<file path="src/three_level_fifo_cache_lookup_assert.svh">
// -----------------------------------------------------------------------------
// Assertion macros for the three-level FIFO cache lookup
// Immediate-next and same-cycle implication checks under synchronous reset.
// -----------------------------------------------------------------------------
`ifndef THREE_LEVEL_FIFO_CACHE_LOOKUP_ASSERT_SVH
`define THREE_LEVEL_FIFO_CACHE_LOOKUP_ASSERT_SVH

// same-cycle implication
`define FCL_ASSERT_NOW(label, clk, rst_n, ante, cons, msg) \
    label: assert property (@(posedge clk) disable iff (!(rst_n)) \
        (ante) |-> (cons)) else $error(msg);

// next-cycle implication
`define FCL_ASSERT_NEXT(label, clk, rst_n, ante, cons, msg) \
    label: assert property (@(posedge clk) disable iff (!(rst_n)) \
        (ante) |=> (cons)) else $error(msg);

`endif

</file>
<file path="src/fcl_pkg.sv">
// -----------------------------------------------------------------------------
// fcl_pkg
// Shared types and constants of the three-level FIFO cache lookup.
// -----------------------------------------------------------------------------
package fcl_pkg;

    localparam int L1_DEPTH_DEF  = 32;
    localparam int L2_DEPTH_DEF  = 128;
    localparam int L3_DEPTH_DEF  = 512;
    localparam int TAG_BITS_DEF  = 32;

    localparam int BLOCK_TAG_W   = 32;
    localparam int HIT_W         = 2;
    localparam int COUNT_W       = 32;

    typedef enum logic [HIT_W-1:0] {
        HIT_L1   = 2'd0,
        HIT_L2   = 2'd1,
        HIT_L3   = 2'd2,
        HIT_MISS = 2'd3
    } t_hit;

    typedef enum logic {
        S_IDLE,
        S_UPDATE
    } t_state;

    typedef struct packed {
        logic lookup;
        logic insert;
    } t_cell_ctrl;

endpackage

</file>
<file path="src/fcl_cell.sv">
// -----------------------------------------------------------------------------
// fcl_cell
// One tag entry of a level: shifts toward the older end on insert and
// registers its compare against the lookup tag.
// -----------------------------------------------------------------------------
module fcl_cell import fcl_pkg::*; #(
    parameter int TAG_BITS = TAG_BITS_DEF,
    parameter int FILL_W   = 6,
    parameter int INDEX    = 0
) (
    input  logic                i_clk,
    input  t_cell_ctrl          i_ctrl,
    input  logic [FILL_W-1:0]   i_fill,
    input  logic [TAG_BITS-1:0] i_lookup_tag,
    input  logic [TAG_BITS-1:0] i_shift_tag,
    output logic [TAG_BITS-1:0] o_tag,
    output logic                o_match
);

    logic [TAG_BITS-1:0] r_tag;
    logic                r_match;

    always_ff @(posedge i_clk) begin
        if (i_ctrl.insert) begin
            r_tag <= i_shift_tag;
        end
        if (i_ctrl.lookup) begin
            r_match <= (i_fill > FILL_W'(INDEX)) && (r_tag == i_lookup_tag);
        end
    end

    assign o_tag   = r_tag;
    assign o_match = r_match;

endmodule

</file>
<file path="src/fcl_level.sv">
// -----------------------------------------------------------------------------
// fcl_level
// One fully associative FIFO level: a chain of cells, newest at cell zero,
// oldest at the far end, plus the fill count.
// -----------------------------------------------------------------------------
module fcl_level import fcl_pkg::*; #(
    parameter int DEPTH    = L1_DEPTH_DEF,
    parameter int TAG_BITS = TAG_BITS_DEF
) (
    input  logic                i_clk,
    input  logic                i_rst_n,
    input  t_cell_ctrl          i_ctrl,
    input  logic [TAG_BITS-1:0] i_lookup_tag,
    input  logic [TAG_BITS-1:0] i_insert_tag,
    output logic                o_hit
);

    localparam int FILL_W = $clog2(DEPTH + 1);

    logic [FILL_W-1:0]   r_fill;
    logic [FILL_W-1:0]   n_fill;
    logic [TAG_BITS-1:0] w_tag [DEPTH];
    logic [DEPTH-1:0]    w_match;

    always_comb begin
        n_fill = r_fill;
        if (i_ctrl.insert && (r_fill != FILL_W'(DEPTH))) begin
            n_fill = r_fill + FILL_W'(1);
        end
    end

    always_ff @(posedge i_clk) begin
        if (!i_rst_n) begin
            r_fill <= '0;
        end else begin
            r_fill <= n_fill;
        end
    end

    for (genvar g = 0; g < DEPTH; g++) begin : g_cell
        logic [TAG_BITS-1:0] w_shift_in;
        if (g == 0) begin : g_head
            assign w_shift_in = i_insert_tag;
        end else begin : g_body
            assign w_shift_in = w_tag[g-1];
        end
        fcl_cell #(
            .TAG_BITS (TAG_BITS),
            .FILL_W   (FILL_W),
            .INDEX    (g)
        ) u_cell (
            .i_clk        (i_clk),
            .i_ctrl       (i_ctrl),
            .i_fill       (r_fill),
            .i_lookup_tag (i_lookup_tag),
            .i_shift_tag  (w_shift_in),
            .o_tag        (w_tag[g]),
            .o_match      (w_match[g])
        );
    end

    assign o_hit = |w_match;

endmodule

</file>
<file path="config.mk">
export PLATFORM = sky130hd
export DESIGN_NAME = fcl_level
export DESIGN_NICKNAME = d
export VERILOG_FILES = /design/src/three_level_fifo_cache_lookup_assert.svh /design/src/fcl_pkg.sv /design/src/fcl_cell.sv /design/src/fcl_level.sv
export SDC_FILE = /design/constraint.sdc
export NUM_CORES = 1
export LEC_CHECK = 0
export ABC_CLOCK_PERIOD_IN_PS = 3200
export BUFFER_PORTS_ARGS = -buffer_cell sky130_fd_sc_hd__buf_4
export CORE_UTILIZATION = 55
export CTS_CLUSTER_DIAMETER = 50
export DETAILED_ROUTE_END_ITERATION = 16
export GPL_TIMING_DRIVEN = 0
export PLACE_DENSITY_LB_ADDON = 0.08
export SKIP_CTS_REPAIR_TIMING = 1
export SLEW_MARGIN = 10
export SYNTH_ARGS = -nofsm -noshare
export SYNTH_HDL_FRONTEND = slang
export SYNTH_SLANG_ARGS = --single-unit
</file>
<file path="constraint.sdc">
create_clock -name i_clk -period 3.2 [get_ports i_clk]
set_input_delay 0.48 -clock i_clk [delete_from_list [all_inputs] [get_ports i_clk]]
set_output_delay 0.48 -clock i_clk [all_outputs]
set_load 0.005 [all_outputs]
</file>
## Word level (Yosys, flattened, before mapping)

Index checks and enable logic that the tools add are counted.

- Add/subtract/negate cells: 1
- $lt $le $gt $ge: 32
- Eq/ne operators: 33
- Reductions and logical operators: 34

Operator list:

| kind | number |
|---|---|
| $eq A32 B32 Y1 | 32 |
| $gt A6 B5 Y1 const B | 16 |
| $gt A6 B4 Y1 const B | 8 |
| $logic_and A1 B1 Y1 | 33 |
| $reduce_or A32 Y1 | 1 |
| $gt A6 B3 Y1 const B | 4 |
| $gt A6 B1 Y1 const B | 2 |
| $gt A6 B2 Y1 const B | 2 |
| $add A6 B1 Y6 const B | 1 |
| $ne A6 B6 Y1 const B | 1 |

- Flip-flop bits (word level): 1,062
- Logic and storage cells: 165

## Depth between registers and ports, before layout

Gate-level depths: netlist of run 1.

- Depth in word-level cells: 2
- Gate-level depth with buffers: 7

## Modules after synthesis

A second synthesis of run 1 with hierarchy kept.

- Cell total of the unflattened synthesis: 2,541
- Area, all modules: 44,184.9 um^2

Modules (own cells, without submodules):

| module | times used | cells an instance | area each (um^2) | seq. area each (um^2) |
|---|---|---|---|---|
| fcl_cell (g_cell[18].u_cell ...) | 4 | 78 | 1,382.6 | 991.0 |
| fcl_cell (g_cell[0].u_cell ...) | 3 | 78 | 1,381.3 | 991.0 |
| fcl_cell (g_cell[16].u_cell ...) | 3 | 78 | 1,376.3 | 991.0 |
| fcl_cell (g_cell[14].u_cell ...) | 3 | 78 | 1,357.6 | 991.0 |
| fcl_cell (g_cell[12].u_cell ...) | 2 | 78 | 1,358.8 | 991.0 |
| fcl_cell (g_cell[13].u_cell ...) | 2 | 77 | 1,353.8 | 991.0 |
| fcl_cell (g_cell[27].u_cell ...) | 2 | 77 | 1,351.3 | 991.0 |
| fcl_cell (g_cell[20].u_cell) | 1 | 79 | 1,385.1 | 991.0 |
| fcl_cell (g_cell[10].u_cell) | 1 | 78 | 1,383.8 | 991.0 |
| fcl_cell (g_cell[31].u_cell) | 1 | 79 | 1,380.1 | 991.0 |
| fcl_cell (g_cell[3].u_cell) | 1 | 78 | 1,377.6 | 991.0 |
| fcl_cell (g_cell[5].u_cell) | 1 | 77 | 1,372.6 | 991.0 |
| fcl_cell (g_cell[17].u_cell) | 1 | 77 | 1,368.8 | 991.0 |
| fcl_cell (g_cell[21].u_cell) | 1 | 78 | 1,366.3 | 991.0 |
| +7 rows | - | - | - | - |

## Least setup slack after synthesis of run 1

OpenSTA, ideal clock, no wires.

- Path type: in2reg
- From: in i_lookup_tag[2]
- To: reg g_cell[12].u_cell.r_match (data pin)
- Library setup time: 0.176 ns
- Arrival: 1.629 ns
- Setup slack: 1.395 ns
- Cell stages on the path: 7
- Buffers on the path: 2
- Cell sequence: clkbuf_1 -> buf_2 -> xnor2_1 -> nand4_1 -> nor4_1 -> nand3_1 -> nor4_1

- Longest elaborated chain between the ends: 2

Ends and longest elaborated chain:

| element | RTL line | text |
|---|---|---|
| from (decl) | fcl_level.sv:13 | `input logic [TAG_BITS-1:0] i_lookup_tag,` |
| $eq A32 B32 Y1 | fcl_cell.sv:28 | `r_match <= (i_fill > FILL_W'(INDEX)) && (r_tag == i_lookup_tag);` |
| $logic_and A1 B1 Y1 | fcl_cell.sv:28 |  |
| to (signal assigned) | fcl_cell.sv:28 |  |
| to (decl) | fcl_cell.sv:21 | `logic r_match;` |

No other way between the ends.
A chain may end at the register's enable or synchronous reset.

## Worst setup path in the final report of run 1

- From: reg g_cell[26].u_cell.r_match
- To: out o_hit

- Longest elaborated chain between the ends: 1

Ends and longest elaborated chain:

| element | RTL line | text |
|---|---|---|
| from (decl) | fcl_cell.sv:21 |  |
| from (signal assigned) | fcl_cell.sv:28 |  |
| $reduce_or A32 Y1 | fcl_level.sv:62 | `assign o_hit = \|w_match;` |
| to (decl) | fcl_level.sv:15 | `output logic o_hit` |

No other way between the ends.

==> metrics, run 1 <==
grt ovf=0; post-route ant nets=0; die height=286 µm; R2R Setup Slk=just under 400 ps; PD cells=663 nW/µm²; CTS sink cnt=1062; Final Routed Wirelength=153 mm; syn_nets=2735; post-DR vias/cell=6.40; CTS tree=built; Root Driver=clkbuf_16; share of layout cells above drive strength 1=12.1%; Max IR drop VDD=0.000463 V; pin count of the biggest net entering global routing=between 150 and 200; Max Cap Viol=0; Placed Instance Area=46300 µm²; failing checks=negative setup slack; CP Launch Type=flip-flop; fin crit share=102%; worst hold stages=2; clk_skew=roughly 25 ps; RSZ-0062 raised after global routing=false; Setup violations, final=1; Final Instance Area=50600 µm²; Final Net Count=just under 3000; Slowest-stage cell, CP=nor4_1; Max-slew headroom=36.0%; vias=roughly 26000; Worst path max stage delay=between 600 and 700 ps; vias in the first global route=24172; synth warn=0; first-pass GRT wire length=203 mm; WP data arrival=approximately 2800 ps; CTS max path bufs=3; Fillers=5707; worst path bufs/invs=1; Crit. End Element=primary output; number of CTS-inserted buffers=119; Max H-tree Level=3; FMAX=0.307 GHz; Layout area overhead=13.7%; Hold Path End=r_fill[4]; reg2reg end=g_cell[2].u_cell.o_match; #FFs+latches synth=1062; family with the most delay on the worst path=simple AND/OR/NAND/NOR gates; critical-path cell list=nor4_1, nand4_1, or2_2, buf_4; PnR worst setup slack=-56.7 ps; measured slew at the worst slew-check pin=953 ps; PortBufs=36; status=finished with violations; DRT Pass-1 Iters=6; crit path max fanout=1; CP Class=reg -> out; DRT iter0 DRCs=5105; initial antenna violation count=10; Req. time, crit path=2720 ps; Detail Placement HPWL=103 mm; fin crit period=about 3300 ps; core footprint=79500 µm²; cells on worst reg2reg path=6; Die Span X=286 µm; Final Hold Violating Endpoints=0; initial core utilization=56.0%; synth unique cells=36; GR Util All Layers=37.4%; Avg WL per Cell=38.2 µm; DRC viols=0; Syn Std Cell Area=44500 µm²; Core Util, Final=63.6%; Cells after Synth=2663; Post-Layout Cell Count=~4000; Ports=69; worst skew pair latency=690 ps; FP Rows=103; Hold WC Path Type=in -> reg; static leakage=between 15 and 20 nW; R2R Path Start=r_fill[5]; sequential share of the synthesized area=71.5%; max-slew violation count=0; clock slew at reported path FFs=70 ps; worst hold start=i_rst_n; DP Cell Count=3755; routability cong.=roughly 1.0; synthesized area per cell=16.7 µm²; Die ar.=roughly 82000 µm²
-- routing by layer --
| metal | up-vias | GRT usage [%] | share of wire, % |
|---|---|---|---|
| li1 | 10232 | - | - |
| met1 | 13087 | 52.3 | 38 |
| met4 | 6 | 20.1 | 6.1 |
| met3 | 379 | 8.65 | 13 |
| met5 | - | 0 | 0.045 |
| met2 | 1974 | 54.7 | 43 |
-- worst register-to-register path, delay by kind of cell (launching register included) --
| family | cells | cell delay, ps |
|---|---|---|
| AO/OA/AOI/OAI | 1 | 600 |
| buffers and inverters | 1 | 180 |
| flip-flops | 1 | 290 |
| AND/OR/NAND/NOR | 4 | 1500 |
-- synthesized netlist by cell type (all sizes together) --
cell type | instances | share of area [%]
and2 | 6 | 0.084
clkbuf | 7 | 0.059
or2 | 2 | 0.028
nand2b | 1 | 0.014
nor4 | 191 | 2.7
o41a | 1 | 0.025
nand2 | 13 | 0.11
a2111oi | 5 | 0.13
o21ai | 12 | 0.13
a211oi | 2 | 0.034
inv | 4 | 0.034
xor2 | 644 | 13
or4 | 1 | 0.017
nor2 | 7 | 0.059
a41oi | 1 | 0.020
xnor2 | 385 | 7.6
o2111ai | 2 | 0.039
and3 | 4 | 0.056
nand3 | 21 | 0.24
a31oi | 4 | 0.056
dfxtp | 6 | 0.27
buf | 129 | 2.1
nor3 | 17 | 0.19
a21oi | 8 | 0.090
nor2b | 2 | 0.028
nand4 | 127 | 1.8
ha | 4 | 0.11
edfxtp | 1056 | 71
nor3b | 1 | 0.017
-- metrics by stage --
stage                     power [W]  setup TNS (ps)  setup WS, ps  hold slack [ps]
after detailed placement     0.0197            -153         -83.6              454
after global placement       0.0198        -7114160         -7820              452
final                        0.0335           -56.7         -56.7              127
after CTS                    0.0334            -228          -228            -53.3
after floorplan              0.0182               0          1400              447
after global routing         0.0342               0          36.1              120
-- cells by family after synthesis --
logic type	count (synthesis)	share of synthesized area [%]
flip-flops	1062	71.5
adder cells (fa/ha/maj)	4	0.112
AO/OA/AOI/OAI	35	0.531
AND/OR/NAND/NOR	393	5.34
XOR/XNOR	1029	20.3
buffers and inverters	140	2.18
-- how the worst max path moves through the flow --
stage                                      to                 startpoint  slack [ps]  depth (start not counted)
global placement                    r_fill[2]                  i_ctrl[0]       -7820                          5
CTS                                     o_hit  g_cell[29].u_cell.o_match        -230                          4
detailed placement  g_cell[28].u_cell.o_match            i_lookup_tag[0]         -80                          6
global route                            o_hit  g_cell[26].u_cell.o_match          40                          4
floorplan           g_cell[12].u_cell.o_match            i_lookup_tag[2]        1400                          7
finish                                  o_hit  g_cell[26].u_cell.o_match         -60                          4
-- sequential cells by signal, indices dropped and copies added, names as in the netlist --
register               count
g_cell.u_cell.o_match     32
g_cell.u_cell.o_tag     1024
r_fill                     6
-- final cells by class --
| cell class | instances | area [µm²] | share of cell area (%) |
|---|---|---|---|
| inverter | 4 | 15.0 | 0.0297 |
| timing repair buffer | 74 | 768 | 1.52 |
| clock inverter | 78 | 853 | 1.69 |
| sequential | 1062 | 31800 | 62.9 |
| buffer | 136 | 956 | 1.89 |
| clock buffer | 143 | 3130 | 6.19 |
| multi-input combinational | 1461 | 11700 | 23.1 |
| tap | 1050 | 1310 | 2.60 |
| antenna | 2 | 5.00 | 0.00990 |
-- cells in the final DEF (no fill, tap or decap), types with 4 or more instances in the layout --
| master | instances |
|---|---|
| xor2_1 | 644 |
| and3_1 | 4 |
| dlygate4sd3_1 | 32 |
| buf_16 | 6 |
| nor2_1 | 7 |
| nand2_1 | 13 |
| nor4_1 | 188 |
| edfxtp_1 | 1056 |
| nand3_1 | 21 |
| clkinv_2 | 19 |
| clkinvlp_4 | 6 |
| buf_2 | 74 |
| clkbuf_16 | 122 |
| inv_6 | 7 |
| clkinv_1 | 24 |
| o21ai_0 | 12 |
| nand4_1 | 127 |
| clkinv_4 | 4 |
| ha_1 | 4 |
| dfxtp_1 | 6 |
| a21oi_1 | 8 |
| xnor2_1 | 382 |
| nor3_1 | 17 |
| bufinv_16 | 17 |
| buf_4 | 51 |
| a31oi_1 | 4 |
| clkbuf_1 | 28 |
| buf_6 | 39 |
| and2_1 | 6 |
-- power by group --
part / total, W / switching (W) / leakage (nW) / internal (W)
clock: 0.0140 / 0.00568 / 1.94 / 0.00833
combinational: 0.00260 / 0.00173 / 4.88 / 0.000873
sequential: 0.0169 / 0.000686 / 10.4 / 0.0162
total: 0.0335 / 0.00809 / 17.2 / 0.0254
Power figures use the tool's default switching activity.
==> run 2, diff against run 1 <==
--- a/config.mk
+++ b/config.mk
@@ -10,7 +10,7 @@
 export CORE_UTILIZATION = 55
 export CTS_CLUSTER_DIAMETER = 50
 export DETAILED_ROUTE_END_ITERATION = 16
-export GPL_TIMING_DRIVEN = 0
+export GPL_TIMING_DRIVEN = 1
 export PLACE_DENSITY_LB_ADDON = 0.08
 export SKIP_CTS_REPAIR_TIMING = 1
 export SLEW_MARGIN = 10
==> run 2 against run 1 <==
- the run now ends clean
- die area did not move
- maximum frequency increased by 5.0%
- wire length fell by 18%
- count of clock-buffer cells in the layout fell by 9
- worst setup slack better by 150 ps
- design area increased by 0.94%
- critical path type unchanged
- highest routed layer unchanged
==> metrics, run 2 (same netlist as run 1, synthesis figures left out) <==
CTS max path bufs=3; Root Driver=clkbuf_16; DRT Pass-1 Iters=5; crit path max fanout=1; GR Util All Layers=between 30% and 40%; core footprint=approximately 80000 µm²; Placed Instance Area=roughly 47000 µm²; clock slew at reported path FFs=60 ps; Final Instance Area=51100 µm²; Final Routed Wirelength=125 mm; share of layout cells above drive strength 1=around an eighth; worst skew pair latency=between 600 and 700 ps; Final Hold Violating Endpoints=0; initial antenna violation count=2; Max-slew headroom=44.8%; Die Span X=around 290 µm; Max H-tree Level=3; post-DR vias/cell=about 6; FMAX=between 0.3 and 0.4 GHz; static leakage=17.4 nW; Setup violations, final=0; first-pass GRT wire length=177 mm; commonest non-fill, non-tap cells in the layout=1056 x edfxtp_1, 644 x xor2_1, 382 x xnor2_1; Req. time, crit path=2720 ps; post-route ant nets=0; measured slew at the worst slew-check pin=approximately 820 ps; max-slew violation count=0; fin crit period=3100 ps; vias in the first global route=24242; Final Net Count=2938; max reg flops=1024; P_int=between 0.02 and 0.03 W; grt ovf=0; RSZ-0062 raised after global routing=false; vias=24147; DRT iter0 DRCs=just under 3000; PortBufs=68; pin count of the biggest net entering global routing=about 110; initial core utilization=a little under three fifths; CTS sink cnt=1062; Ports=69; Crit. End Element=primary output; PD cells=657 nW/µm²; CP Launch Type=flip-flop; most common cell after layout, fill and taps aside=edfxtp_1; Psw=between 0.007 and 0.008 W; WP data arrival=2620 ps; Sw Ratio=23.7%; number of CTS-inserted buffers=119; Max IR drop VDD=0.000791 V; FP Rows=103; status=finished clean; CP Class=reg -> out; logic gate share of total power=~7.3%; Hold WC Path Type=in -> reg; DRC viols=0; Detail Placement HPWL=86.1 mm; Layout area overhead=14.7%; routability cong.=0.929; Avg WL per Cell=31.1 µm; die height=286 µm; sequential share of power=50.3%; fin crit share=97.0%; diode count=0; Core Util, Final=between 60 and 70%; CTS tree=built; Max Cap Viol=0; Die ar.=82000 µm²; Clock Power Share=42.4%; clk_skew=~25 ps
==> run 2: changes by cell type in the layout (fill, tap and decap cells not counted), moves of 2 or more <==
cell,change
clkinv_4,+5
buf_6,-39
buf_4,+105
buf_16,-6
clkinv_2,+5
clkinv_1,-6
buf_2,-74
diode_2,-2
buf_12,+28
clkinvlp_4,+5
clkbuf_1,-16
==> run 2: layout make-up <==
type                            instances  area, µm²
Clock inverter                         91       1010
Clock buffer                          134       3100
Timing Repair Buffer                  218       2090
Multi-Input combinational cell       1461      11700
Tap cell                             1050       1310
Fill cell                            5674      28500
Inverter                                4       15.0
Sequential cell                      1062      31800
==> run 2: power by group through the flow <==
stage | Combinational (W) | Clock, W | Sequential (W)
after floorplan | 0.00137 | 0 | 0.0169
after CTS | 0.00239 | 0.0143 | 0.0169
after detailed placement | 0.00237 | 0 | 0.0172
final | 0.00244 | 0.0142 | 0.0169
after global placement | 0.00237 | 0 | 0.0171
after global routing | 0.00257 | 0.0149 | 0.0170
==> run 2: path summary, 6_finish.rpt <==
check                             start                          to  slack (ps)  cells past startpoint
min reg2reg  g_cell[30].u_cell.o_tag[4]  g_cell[31].u_cell.o_tag[4]         460                      0
max            g_cell[1].u_cell.o_match                       o_hit         100                      4
min                             i_rst_n                   r_fill[2]          50                      2
max reg2reg                   r_fill[1]   g_cell[25].u_cell.o_match         490                      7
==> run 2: critical path, stage by stage, from the launching register on <==
cell and delay (ps):
edfxtp_1 500, nor4_1 660, nand4_1 240, or2_2 380, buf_4 150
==> run 2: per-layer routing <==
metal  routed length [µm]  global-route usage, %  vias up
met5                   22                      0        -
met4                 3530                   8.86        4
met3                13000                   7.63      204
met2                57100                   47.1     1311
met1                51500                   44.3    12393
li1                     -                      -    10235
==> run 2: metrics by stage <==
stage	hold slack [ps]	worst slack (ps)	TNS, ps	total power (W)	instances
2_1_floorplan	447	1400	0	0.0182	2663
3_3_place_gp	450	449	0	0.0195	3763
3_5_place_dp	454	439	0	0.0195	3763
4_1_cts	-67.7	-122	-122	0.0336	3988
5_1_grt	46.0	59.2	0	0.0344	4020
6_report	46.0	97.5	0	0.0335	4020
